**config.mk**
```make
export PLATFORM = sky130hd
export DESIGN_NAME = varint_stream_codec_flat
export DESIGN_NICKNAME = d
export VERILOG_FILES = /design/src/rtl/core/vsc_pkg.sv /design/src/rtl/core/vsc_in_if.sv /design/src/rtl/core/vsc_out_if.sv /design/src/rtl/core/vsc_front.sv /design/src/rtl/core/vsc_queue.sv /design/src/rtl/core/vsc_back.sv /design/src/rtl/core/varint_stream_codec.sv /design/src/flat_wrapper.sv
export VERILOG_INCLUDE_DIRS = /design/src /design/src/rtl/core
export SDC_FILE = /design/constraint.sdc
export NUM_CORES = 1
export LEC_CHECK = 0
export ABC_AREA = 1
export BUFFER_PORTS_ARGS = -buffer_cell sky130_fd_sc_hd__buf_4
export CORE_ASPECT_RATIO = 0.7
export CORE_UTILIZATION = 55
export CTS_CLUSTER_DIAMETER = 50
export DETAILED_ROUTE_END_ITERATION = 8
export PLACE_DENSITY = 0.87
export SLEW_MARGIN = 30
export SYNTH_ARGS = -nofsm -noshare
export SYNTH_HDL_FRONTEND = slang
export SYNTH_HIERARCHICAL = 1
export SYNTH_SLANG_ARGS = --single-unit
export TNS_END_PERCENT = 10
```
**constraint.sdc**
```tcl
create_clock -name clk -period 10.3 [get_ports clk]
set_input_delay 3.09 -clock clk [delete_from_list [all_inputs] [get_ports clk]]
set_output_delay 3.09 -clock clk [all_outputs]
set_load 0.005 [all_outputs]
```
**src/rtl/core/assert_macros.svh**
```systemverilog
// Assertion macros shared by the codec RTL.
`ifndef ASSERT_MACROS_SVH
`define ASSERT_MACROS_SVH

// Condition must hold on every clock edge out of reset.
`define VSC_ASSERT_ALWAYS(label, cond, msg) \
  label: assert property (@(posedge clk) disable iff (!rst_n) (cond)) else $error(msg);

// Antecedent implies consequent in the same cycle.
`define VSC_ASSERT_IMPLY(label, ante, cons, msg) \
  label: assert property (@(posedge clk) disable iff (!rst_n) (ante) |-> (cons)) \
    else $error(msg);

`endif

```
**src/rtl/core/vsc_pkg.sv**
```systemverilog
// Shared types and constants of the varint stream codec.
package vsc_pkg;

  localparam logic       ACT_DECODE = 1'b0;
  localparam logic       ACT_ENCODE = 1'b1;

  localparam logic [1:0] KIND_VALUE = 2'd0;
  localparam logic [1:0] KIND_BYTE  = 2'd1;
  localparam logic [1:0] KIND_ERROR = 2'd2;

  localparam logic [2:0] MAX_BYTES  = 3'd5;
  localparam logic [2:0] LAST_POS   = 3'd4;

  typedef struct packed {
    logic        is_enc;
    logic [7:0]  data_byte;
    logic [31:0] value;
    logic [2:0]  nbytes;
  } q_entry_t;

  typedef struct packed {
    logic full;
    logic empty;
  } q_stat_t;

  typedef enum logic {
    BK_IDLE,
    BK_ENC
  } back_state_t;

endpackage

```
**src/rtl/core/vsc_in_if.sv**
```systemverilog
// Input channel: one decode byte or one encode value per transfer.
interface vsc_in_if;
  logic               valid;
  logic               ready;
  logic               action;
  logic [7:0]         in_byte;
  logic signed [31:0] in_value;

  modport source (output valid, action, in_byte, in_value, input ready);
  modport sink (input valid, action, in_byte, in_value, output ready);
endinterface

```
**src/rtl/core/vsc_out_if.sv**
```systemverilog
// Result channel: one decoded value, encoded byte or error per transfer.
interface vsc_out_if;
  logic               valid;
  logic               ready;
  logic [1:0]         kind;
  logic signed [31:0] out_data;
  logic [7:0]         out_byte;
  logic [2:0]         byte_count;
  logic               last;

  modport source (output valid, kind, out_data, out_byte, byte_count, last, input ready);
  modport sink (input valid, kind, out_data, out_byte, byte_count, last, output ready);
endinterface

```
**src/rtl/core/vsc_front.sv**
```systemverilog
// Front end: takes input transfers, sizes encode values, pushes to the queue.
module vsc_front
  import vsc_pkg::*;
(
  vsc_in_if.sink    in_ch,
  input  q_stat_t   q_stat,
  output logic      push,
  output q_entry_t  push_entry
);

  logic [31:0] u;
  logic [2:0]  nbytes;

  assign u = unsigned'(in_ch.in_value);

  always_comb begin
    if (u[31:28] != '0) begin
      nbytes = 3'd5;
    end else if (u[27:21] != '0) begin
      nbytes = 3'd4;
    end else if (u[20:14] != '0) begin
      nbytes = 3'd3;
    end else if (u[13:7] != '0) begin
      nbytes = 3'd2;
    end else begin
      nbytes = 3'd1;
    end
  end

  assign in_ch.ready          = !q_stat.full;
  assign push                 = in_ch.valid && !q_stat.full;
  assign push_entry.is_enc    = (in_ch.action == ACT_ENCODE);
  assign push_entry.data_byte = in_ch.in_byte;
  assign push_entry.value     = u;
  assign push_entry.nbytes    = nbytes;

endmodule

```
**src/rtl/core/vsc_queue.sv**
```systemverilog
// Small FIFO between the front end and the back end.
module vsc_queue
  import vsc_pkg::*;
#(
  parameter int DEPTH = 2
) (
  input  logic     clk,
  input  logic     rst_n,
  input  logic     push,
  input  q_entry_t push_entry,
  input  logic     pop,
  output logic     head_valid,
  output q_entry_t head,
  output q_stat_t  stat
);

  localparam int PTR_W = (DEPTH > 1) ? $clog2(DEPTH) : 1;
  localparam int CNT_W = $clog2(DEPTH + 1);

  q_entry_t           mem_r [DEPTH];
  logic [PTR_W-1:0]   wr_ptr_r, rd_ptr_r;
  logic [CNT_W-1:0]   cnt_r;
  logic               do_push, do_pop;

  function automatic logic [PTR_W-1:0] ptr_inc(input logic [PTR_W-1:0] p);
    return (p == PTR_W'(DEPTH - 1)) ? '0 : p + 1'b1;
  endfunction

  assign stat.full  = (cnt_r == CNT_W'(DEPTH));
  assign stat.empty = (cnt_r == '0);
  assign head_valid = !stat.empty;
  assign head       = mem_r[rd_ptr_r];
  assign do_push    = push && !stat.full;
  assign do_pop     = pop && !stat.empty;

  always_ff @(posedge clk) begin
    if (do_push) begin
      mem_r[wr_ptr_r] <= push_entry;
    end
  end

  always_ff @(posedge clk) begin
    if (!rst_n) begin
      wr_ptr_r <= '0;
      rd_ptr_r <= '0;
      cnt_r    <= '0;
    end else begin
      if (do_push) begin
        wr_ptr_r <= ptr_inc(wr_ptr_r);
      end
      if (do_pop) begin
        rd_ptr_r <= ptr_inc(rd_ptr_r);
      end
      if (do_push && !do_pop) begin
        cnt_r <= cnt_r + 1'b1;
      end else if (do_pop && !do_push) begin
        cnt_r <= cnt_r - 1'b1;
      end
    end
  end

endmodule

```
**src/rtl/core/vsc_back.sv**
```systemverilog
// Back end: decode accumulator, encode byte sequencer and output register.
module vsc_back
  import vsc_pkg::*;
(
  input  logic         clk,
  input  logic         rst_n,
  input  logic         head_valid,
  input  q_entry_t     head,
  output logic         pop,
  vsc_out_if.source    out_ch
);

  back_state_t state_r, state_nxt;
  logic [31:0] acc_r, acc_nxt;
  logic [2:0]  seen_r, seen_nxt;
  logic [31:0] shift_r, shift_nxt;
  logic [2:0]  pos_r, pos_nxt;
  logic [2:0]  total_r, total_nxt;

  logic        valid_r, valid_nxt;
  logic [1:0]  kind_r, kind_nxt;
  logic [31:0] value_r, value_nxt;
  logic [7:0]  byte_r, byte_nxt;
  logic [2:0]  count_r, count_nxt;
  logic        last_r, last_nxt;

  logic        can_emit;
  logic [31:0] part;
  logic [31:0] acc_or;
  logic        more;

  function automatic logic [31:0] place(input logic [6:0] d, input logic [2:0] p);
    logic [31:0] r;
    r = '0;
    unique case (p)
      3'd0:    r = {25'd0, d};
      3'd1:    r = {18'd0, d, 7'd0};
      3'd2:    r = {11'd0, d, 14'd0};
      3'd3:    r = {4'd0, d, 21'd0};
      default: r = {d[3:0], 28'd0};
    endcase
    return r;
  endfunction

  assign can_emit = !valid_r || out_ch.ready;
  assign part     = place(head.data_byte[6:0], seen_r);
  assign acc_or   = acc_r | part;
  assign more     = (head.nbytes != 3'd1);

  always_comb begin
    state_nxt = state_r;
    acc_nxt   = acc_r;
    seen_nxt  = seen_r;
    shift_nxt = shift_r;
    pos_nxt   = pos_r;
    total_nxt = total_r;
    valid_nxt = valid_r && !out_ch.ready;
    kind_nxt  = kind_r;
    value_nxt = value_r;
    byte_nxt  = byte_r;
    count_nxt = count_r;
    last_nxt  = last_r;
    pop       = 1'b0;
    unique case (state_r)
      BK_IDLE: begin
        if (head_valid && can_emit) begin
          pop = 1'b1;
          if (head.is_enc) begin
            valid_nxt = 1'b1;
            kind_nxt  = KIND_BYTE;
            value_nxt = '0;
            byte_nxt  = {more, head.value[6:0]};
            count_nxt = 3'd1;
            last_nxt  = !more;
            shift_nxt = head.value >> 7;
            pos_nxt   = 3'd2;
            total_nxt = head.nbytes;
            if (more) begin
              state_nxt = BK_ENC;
            end
          end else if (!head.data_byte[7]) begin
            valid_nxt = 1'b1;
            kind_nxt  = KIND_VALUE;
            value_nxt = acc_or;
            byte_nxt  = '0;
            count_nxt = seen_r + 1'b1;
            last_nxt  = 1'b1;
            acc_nxt   = '0;
            seen_nxt  = '0;
          end else if (seen_r == LAST_POS) begin
            valid_nxt = 1'b1;
            kind_nxt  = KIND_ERROR;
            value_nxt = '0;
            byte_nxt  = '0;
            count_nxt = MAX_BYTES;
            last_nxt  = 1'b1;
            acc_nxt   = '0;
            seen_nxt  = '0;
          end else begin
            acc_nxt  = acc_or;
            seen_nxt = seen_r + 1'b1;
          end
        end
      end
      BK_ENC: begin
        if (can_emit) begin
          valid_nxt = 1'b1;
          kind_nxt  = KIND_BYTE;
          value_nxt = '0;
          byte_nxt  = {(pos_r != total_r), shift_r[6:0]};
          count_nxt = pos_r;
          last_nxt  = (pos_r == total_r);
          shift_nxt = shift_r >> 7;
          pos_nxt   = pos_r + 1'b1;
          if (pos_r == total_r) begin
            state_nxt = BK_IDLE;
          end
        end
      end
      default: state_nxt = BK_IDLE;
    endcase
  end

  always_ff @(posedge clk) begin
    if (!rst_n) begin
      state_r <= BK_IDLE;
      acc_r   <= '0;
      seen_r  <= '0;
      valid_r <= 1'b0;
    end else begin
      state_r <= state_nxt;
      acc_r   <= acc_nxt;
      seen_r  <= seen_nxt;
      valid_r <= valid_nxt;
    end
  end

  always_ff @(posedge clk) begin
    shift_r <= shift_nxt;
    pos_r   <= pos_nxt;
    total_r <= total_nxt;
    kind_r  <= kind_nxt;
    value_r <= value_nxt;
    byte_r  <= byte_nxt;
    count_r <= count_nxt;
    last_r  <= last_nxt;
  end

  assign out_ch.valid      = valid_r;
  assign out_ch.kind       = kind_r;
  assign out_ch.out_data   = signed'(value_r);
  assign out_ch.out_byte   = byte_r;
  assign out_ch.byte_count = count_r;
  assign out_ch.last       = last_r;

endmodule

```
**src/rtl/core/varint_stream_codec.sv**
```systemverilog
// Top level of the LEB128 32-bit varint stream codec.
//
//  channel  | dir | payload                                        | transfer
//  ---------+-----+------------------------------------------------+-----------------
//  in_ch    | in  | action, in_byte, in_value                      | valid & ready
//  out_ch   | out | kind, out_data, out_byte, byte_count, last     | valid & ready
//
// A decode byte is handled by the back end as it is popped; an encode value holds the back end
// until all of its 1 to 5 stream bytes are out, paced by the back end's byte sequencer.
// A first result passes from the input transfer through the queue, then the output register.
// Synchronous reset clears the queue, decoder state and output valid.
// Holding out_ch.ready low stalls the back end; in_ch.ready drops once the queue fills.
`include "assert_macros.svh"

module varint_stream_codec
  import vsc_pkg::*;
#(
  parameter int QUEUE_DEPTH = 2
) (
  input  logic       clk,
  input  logic       rst_n,
  vsc_in_if.sink     in_ch,
  vsc_out_if.source  out_ch
);

  logic     push, pop, head_valid;
  q_entry_t push_entry, head;
  q_stat_t  q_stat;
  logic     res_enc, res_dec;

  vsc_front u_front (
    .in_ch      (in_ch),
    .q_stat     (q_stat),
    .push       (push),
    .push_entry (push_entry)
  );

  vsc_queue #(
    .DEPTH (QUEUE_DEPTH)
  ) u_queue (
    .clk        (clk),
    .rst_n      (rst_n),
    .push       (push),
    .push_entry (push_entry),
    .pop        (pop),
    .head_valid (head_valid),
    .head       (head),
    .stat       (q_stat)
  );

  vsc_back u_back (
    .clk        (clk),
    .rst_n      (rst_n),
    .head_valid (head_valid),
    .head       (head),
    .pop        (pop),
    .out_ch     (out_ch)
  );

  assign res_enc = out_ch.valid && (out_ch.kind == KIND_BYTE);
  assign res_dec = out_ch.valid && (out_ch.kind != KIND_BYTE);

  `VSC_ASSERT_ALWAYS(a_q_not_both, !(q_stat.full && q_stat.empty), "queue full and empty")
  `VSC_ASSERT_IMPLY(a_pop_has_head, pop, head_valid, "pop from empty queue")
  `VSC_ASSERT_IMPLY(a_enc_more_bit, res_enc, out_ch.out_byte[7] == !out_ch.last, "bad more bit")
  `VSC_ASSERT_IMPLY(a_dec_last, res_dec, out_ch.last && out_ch.out_byte == '0, "decode not last")

endmodule
```
**src/flat_wrapper.sv**
```systemverilog
// flat-port wrapper written by rule: the top's interface ports become plain ports
module varint_stream_codec_flat import vsc_pkg::*;
#(
  parameter int QUEUE_DEPTH = 2
)
  (clk, rst_n, in_ch_valid, in_ch_action, in_ch_in_byte, in_ch_in_value, in_ch_ready, out_ch_valid, out_ch_kind, out_ch_out_data, out_ch_out_byte, out_ch_byte_count, out_ch_last, out_ch_ready);
  vsc_in_if in_ch_i ();
  vsc_out_if out_ch_i ();
  input  logic clk;
  input  logic rst_n;
  input wire logic [$bits(in_ch_i.valid)-1:0] in_ch_valid;
  input wire logic [$bits(in_ch_i.action)-1:0] in_ch_action;
  input wire logic [$bits(in_ch_i.in_byte)-1:0] in_ch_in_byte;
  input wire logic [$bits(in_ch_i.in_value)-1:0] in_ch_in_value;
  output wire logic [$bits(in_ch_i.ready)-1:0] in_ch_ready;
  output wire logic [$bits(out_ch_i.valid)-1:0] out_ch_valid;
  output wire logic [$bits(out_ch_i.kind)-1:0] out_ch_kind;
  output wire logic [$bits(out_ch_i.out_data)-1:0] out_ch_out_data;
  output wire logic [$bits(out_ch_i.out_byte)-1:0] out_ch_out_byte;
  output wire logic [$bits(out_ch_i.byte_count)-1:0] out_ch_byte_count;
  output wire logic [$bits(out_ch_i.last)-1:0] out_ch_last;
  input wire logic [$bits(out_ch_i.ready)-1:0] out_ch_ready;
  assign in_ch_i.valid = in_ch_valid;
  assign in_ch_i.action = in_ch_action;
  assign in_ch_i.in_byte = in_ch_in_byte;
  assign in_ch_i.in_value = in_ch_in_value;
  assign in_ch_ready = in_ch_i.ready;
  assign out_ch_valid = out_ch_i.valid;
  assign out_ch_kind = out_ch_i.kind;
  assign out_ch_out_data = out_ch_i.out_data;
  assign out_ch_out_byte = out_ch_i.out_byte;
  assign out_ch_byte_count = out_ch_i.byte_count;
  assign out_ch_last = out_ch_i.last;
  assign out_ch_i.ready = out_ch_ready;
  varint_stream_codec #(.QUEUE_DEPTH(QUEUE_DEPTH)) u_core (.clk(clk), .rst_n(rst_n), .in_ch(in_ch_i), .out_ch(out_ch_i));
endmodule
```
* After elaboration in Yosys (flattened, before gate mapping)
Memory sizes are Yosys's and may differ from the RTL's. A register that Yosys moved wholly into a read port is not among the register bits.
Index checks and enable logic that the tools add are counted.
Widths: inputs -> output; s select.
** Word-level totals
- Register bits after elaboration :: 125
- RAM bits :: 88
- Output and inout bits :: 48
- Word-level logic and storage cells :: 132
- Memories kept :: 1
** Cells by class
- $add $sub $neg :: 6
- Equality and inequality tests :: 12
- Multiplexer cells :: 69
- Bitwise operators :: 3
- Reductions and logical operators :: 26
** Memories
- u_core.u_queue.mem_r :: depth 2, bits a word 44, rd ports 1, clocked after Yosys merged registers in 1, write ports 1, line vsc_queue.sv:20 : q_entry_t mem_r [DEPTH];
** Operators by type and width (number)
- $mux 32 :: 10
- $pmux 32 s2 :: 2
- $pmux 32 s4 :: 1
- $mux 8 :: 5
- $mux 3 :: 12
- $or 32x32->32 :: 1
- $mux 1 :: 23
- $reduce_bool 7->1 :: 3
- $mux 2 :: 9
- $pmux 8 s2 :: 1
- $pmux 3 s2 :: 2
- $reduce_and 3->1 :: 4
- $logic_and 1x1->1 :: 7
- $logic_not 1->1 :: 7
- $add 3x1->3 const B :: 2
- $eq 3x2->1 const B :: 2
- $pmux 1 s2 :: 3
- $ne 2x1->1 const B :: 2
- $ne 4x3->1 const B :: 1
- $pmux 2 s2 :: 1
- $reduce_bool 4->1 :: 1
- $eq 3x1->1 const B :: 1
- $eq 3x3->1 :: 1
- $eq 3x3->1 const B :: 1
- 12 further kinds :: 14

* Depth between registers and ports, before layout
- Word-level depth :: 9
- Mapped depth :: 14

* By module
Netlist, hierarchy kept.
** By module, submodules not included
- vsc_back :: times used 1, cells each 524, area each 4918.5 sq um, sequential area each 3052.9 sq um
- vsc_queue :: times used 1, cells each 176, area each 3628.5 sq um, sequential area each 2742.6 sq um
- vsc_front :: times used 1, cells each 79, area each 464.2 sq um, sequential area each 0.0 sq um

* Worst setup path after synthesis
No wires, ideal clock.
- Kind :: input to register
- Start point :: input port out_ch_ready
- End point :: register u_core.u_back.count_r[0] (netlist: u_core/u_back/out_ch.byte_count[0]) (enable)
- Arrival time :: 6.552 ns
- Data required time :: 9.787 ns
- Path slack :: 3.234 ns
- Stages on the path :: 4
- Path buffers :: 0
- Cell sequence :: inv_1 nand2_2 inv_1 o21ai_0
** On the way
- Cells in the longest elaborated chain, start to end :: 4
- Elaborated cells between the ends (all ways) :: 5
- Classes of those cells :: 2 x eq/ne; 3 x reduce/logical
** RTL lines
- start, declared :: line flat_wrapper.sv:22 : input wire logic [$bits(out_ch_i.ready)-1:0] out_ch_ready;
- $logic_or 1x1->1 * :: line vsc_back.sv:45 : assign can_emit = !valid_r || out_ch.ready;
- $logic_and 1x1->1 :: line vsc_back.sv:66 : if (head_valid && can_emit) begin
- $ne 2x2->1 (no line)
- $reduce_and 3->1 (no line) *
- end signal, assigned :: line vsc_back.sv:145 : count_r <= count_nxt;
- end, declared :: line vsc_back.sv:24 : logic [2:0] count_r, count_nxt;
Every way passes the cells marked *; elsewhere a longest branch is shown, timed or not.
A chain may end at the register's enable or synchronous reset.

==> summary.md <==
| Metric | Value |
|---|---|
| Wirelength per Cell | `15.6 µm` |
| R2R depth | `7` |
| GR Layer Usage met1 | `27.2%` |
| Outcome | `finished, final reports clean` |
| Starting Density | `57.3%` |
| Skew final | `0.0114 ns` |
| TNS Setup | `0 ns` |
| FILL cells | `1,126` |
| First-pass GRT wire length | `26,200 µm` |
| Crit path DAT | `1.33 ns` |
| Most common cell after layout, fill and taps aside | `nand2_1` |
| Syn nets | `831` |
| # diodes | `0` |
| Comb pwr share | `31.3%` |
| Fin area | `10,200 µm²` |
| Cts hold-fix bufs | `0` |
| Sequential cell area fraction in the yosys report | `roughly 64%` |
| Setup violators final | `0` |
| Most frequent cells in the layout | `nand2_1, edfxtp_1, inv_1, buf_4, nor2_1` |
| Routed WL | `16,600 µm` |
| CTS resizes | `0` |
| Async set or reset register ratio after synthesis | `0%` |
| Post-Synthesis Cells | `779` |
| Hold Slack | `approximately 0.47 ns` |
| DRC errors left | `0` |
| IO buf count | `92` |
| Max_slew headroom | `46.7%` |
| CTS tree | `yes` |
| Largest net degree at the start of global routing | `47` |
| Post-route minimum period | `4.42 ns` |
| Yosys cell types | `33` |
| Final Cycle Share | `42.9%` |
| Area contributors post-synth | `edfxtp_1, dfxtp_1, nand2_1` |
| Synthesized area | `9010 µm²` |
| Initial antenna violation count | `0` |
| Dominant cell type by area after synthesis | `edfxtp_1` |
| Met3 Use GR | `under 10%` |
| Vias in the first global route | `5,361` |
| Critical path type | `flop to primary output` |
| Placed cell area | `about 9500 µm²` |
| Fmax | `approximately 230 MHz` |
| Die ar. | `16,900 µm²` |
| GR peak layer | `met2` |
| Syn_area_per_cell | `11.6 µm²` |
| Part of the power in registers | `a little under half` |
| Pwr per Cell Area | `291 nW/µm²` |
| Vias | `5,462` |
| Yosys warns | `6` |
| CP endpoint | `in_ch_ready` |
| # Post-CTS Setup Buffers | `0` |
| Grt met2 use | `33.1%` |
| Vias/cell | `5.12` |
| Total grt overflow | `0` |
| Worst setup startpoint | `u_core/u_queue/cnt_r[1]` |
| Worst Path Required | `7.21 ns` |
| Final net count | `885` |
| Clock transition at path regs | `0.06 ns` |
| Switching Share | `31.8%` |
| Final hold viol count | `0` |
| Worst vdd ir | `150 µV` |
| Clk sinks | `about 210` |
| Switching power | `about 0.00094 W` |
| Clk buf depth | `3` |
| Core area | `15,700 µm²` |
| Internal power | `0.00202 W` |
| Post-synth top area share | `55.0%` |
| H-tree levels | `1` |
| EDFF count, synth | `165` |
| Share of cells above drive strength 1 | `22.7%` |
| Die Wd | `155 µm` |
| Max Transition Viols Final | `0` |
| Reg-to-Reg End | `u_core/u_back/out_ch.out_data[16]` |
| RSZ-0062 raised after global routing | `false` |
| Overall Global Routing Usage | `20.0%` |
| Clock power frac | `23.6%` |
| Routability Congestion | `approximately 0.82` |
| Core Util, Final | `between 60% and 70%` |
| Vert. Die Dim | `between 100 and 150 µm` |
| Reg2Reg Setup Slack | `7.64 ns` |
| Lkg Pwr | `3.94 nW` |
| Max Cap Viol | `0` |
| Overall Power | `0.00296 W` |
| Hold Crit Class | `flop to flop` |
| 1st-iter DRT viols | `565` |
| Prevailing post-synth register cell | `edfxtp_1` |
| Routed Antenna Nets | `0` |
| Clk root buf | `clkbuf_16` |
| #FFs+latches synth | `207` |
| Area Overhead vs Synth | `12.8%` |
| Critical path fanouts, max | `3` |
| Worst skew pair latency | `0.48 ns` |
| DP Wirelength | `between 10,000 and 15,000 µm` |
| CP endpoint kind | `primary output` |
| Slew @ Worst Pin | `0.799 ns` |
| Ports | `93` |
| First drt pass iteration count | `5` |
| Inserted Clock Buffers | `20` |
| # rows | `38` |
| CP Launch Type | `flop` |
[synthesized netlist by cell type, types with 3 or more instances]
cell type / instances
nor2_1: 73
inv_1: 103
buf_4: 42
mux2_2: 4
dfxtp_1: 42
inv_4: 3
ha_1: 7
clkbuf_1: 9
nand2_1: 169
buf_12: 4
o21bai_1: 11
nand3_1: 10
mux2_4: 40
o21ai_0: 29
buf_6: 6
a21oi_1: 36
edfxtp_1: 165
buf_2: 5
[final cells by class]
| type | count | area, µm² | share of cell area, % |
|---|---|---|---|
| repair buffers | 98 | 736 | 7.24 |
| clock inverters | 8 | 65.1 | 0.640 |
| flip-flops and latches | 207 | 5800 | 57.0 |
| inverters | 108 | 413 | 4.06 |
| well taps | 220 | 275 | 2.71 |
| multi-input cells | 398 | 2310 | 22.8 |
| clock buffers | 28 | 562 | 5.53 |
[how the worst min path moves through the flow]
stage | from | end | slack [ns] | depth (start not counted)
2_1_floorplan | u_core/u_back/acc_r[31] | u_core/u_back/acc_r[31] | 0.44 | 2
3_3_place_gp | u_core/u_back/acc_r[23] | u_core/u_back/acc_r[23] | 0.45 | 2
3_5_place_dp | u_core/u_back/acc_r[19] | u_core/u_back/acc_r[19] | 0.46 | 2
4_1_cts | u_core/u_back/acc_r[19] | u_core/u_back/acc_r[19] | 0.46 | 2
5_1_grt | u_core/u_back/acc_r[25] | u_core/u_back/acc_r[25] | 0.48 | 2
6_report | u_core/u_back/acc_r[24] | u_core/u_back/acc_r[24] | 0.47 | 2
[critical path: stages (launching register included)]
cell	delay [ns]
dfxtp_1	0.36
inv_1	0.10
nor2_1	0.19
inv_1	0.06
buf_4	0.13
[cell families (layout without fill, tap and decap cells)]
logic type               Yosys count  after routing  synth area share (%)
XOR/XNOR                           2              2                 0.194
flip-flops                       207            207                  64.3
multiplexers                      44             44                  7.16
AO/OA/AOI/OAI                     79             79                  4.76
buffers and inverters            174            242                  10.4
adder cells (fa/ha/maj)            7              7                 0.972
AND/OR/NAND/NOR                  266            266                  12.2
[power by group through the flow]
stage	combinational [W]	clock, W	sequential [W]
CTS	0.000926	0.000707	0.00133
global placement	0.000885	0	0.00133
global route	0.00101	0.000741	0.00135
floorplan	0.000616	0	0.00136
finish	0.000925	0.000698	0.00133
detailed placement	0.000916	0	0.00135
[per-stage QoR]
stage	std cells	setup WS, ns
after CTS	1067	5.87
after global placement	1031	5.81
after floorplan	779	3.23
after detailed placement	1031	5.66
final	1067	5.88
after global routing	1067	5.80
[layer usage]
metal	share of wire [%]	vias up	routed length, µm
met2	47	206	7910
met5	0	-	0
met1	43	2613	7170
met4	1.5	0	258
li1	-	2618	-
met3	7.9	25	1310
[sequential cells by signal (all words and copies together) (netlist names), 2 cells and up, named ones only]
register / count
u_core/u_back/out_ch.out_byte: 8
u_core/u_back/out_ch.byte_count: 3
u_core/u_queue/mem_r: 88
u_core/u_back/total_r: 3
u_core/u_queue/cnt_r: 2
u_core/u_back/pos_r: 3
u_core/u_back/out_ch.out_data: 32
u_core/u_back/acc_r: 32
u_core/u_back/seen_r: 3
u_core/u_back/shift_r: 25
u_core/u_back/out_ch.kind: 2
No activity file was read; power rests on OpenSTA's default activity.
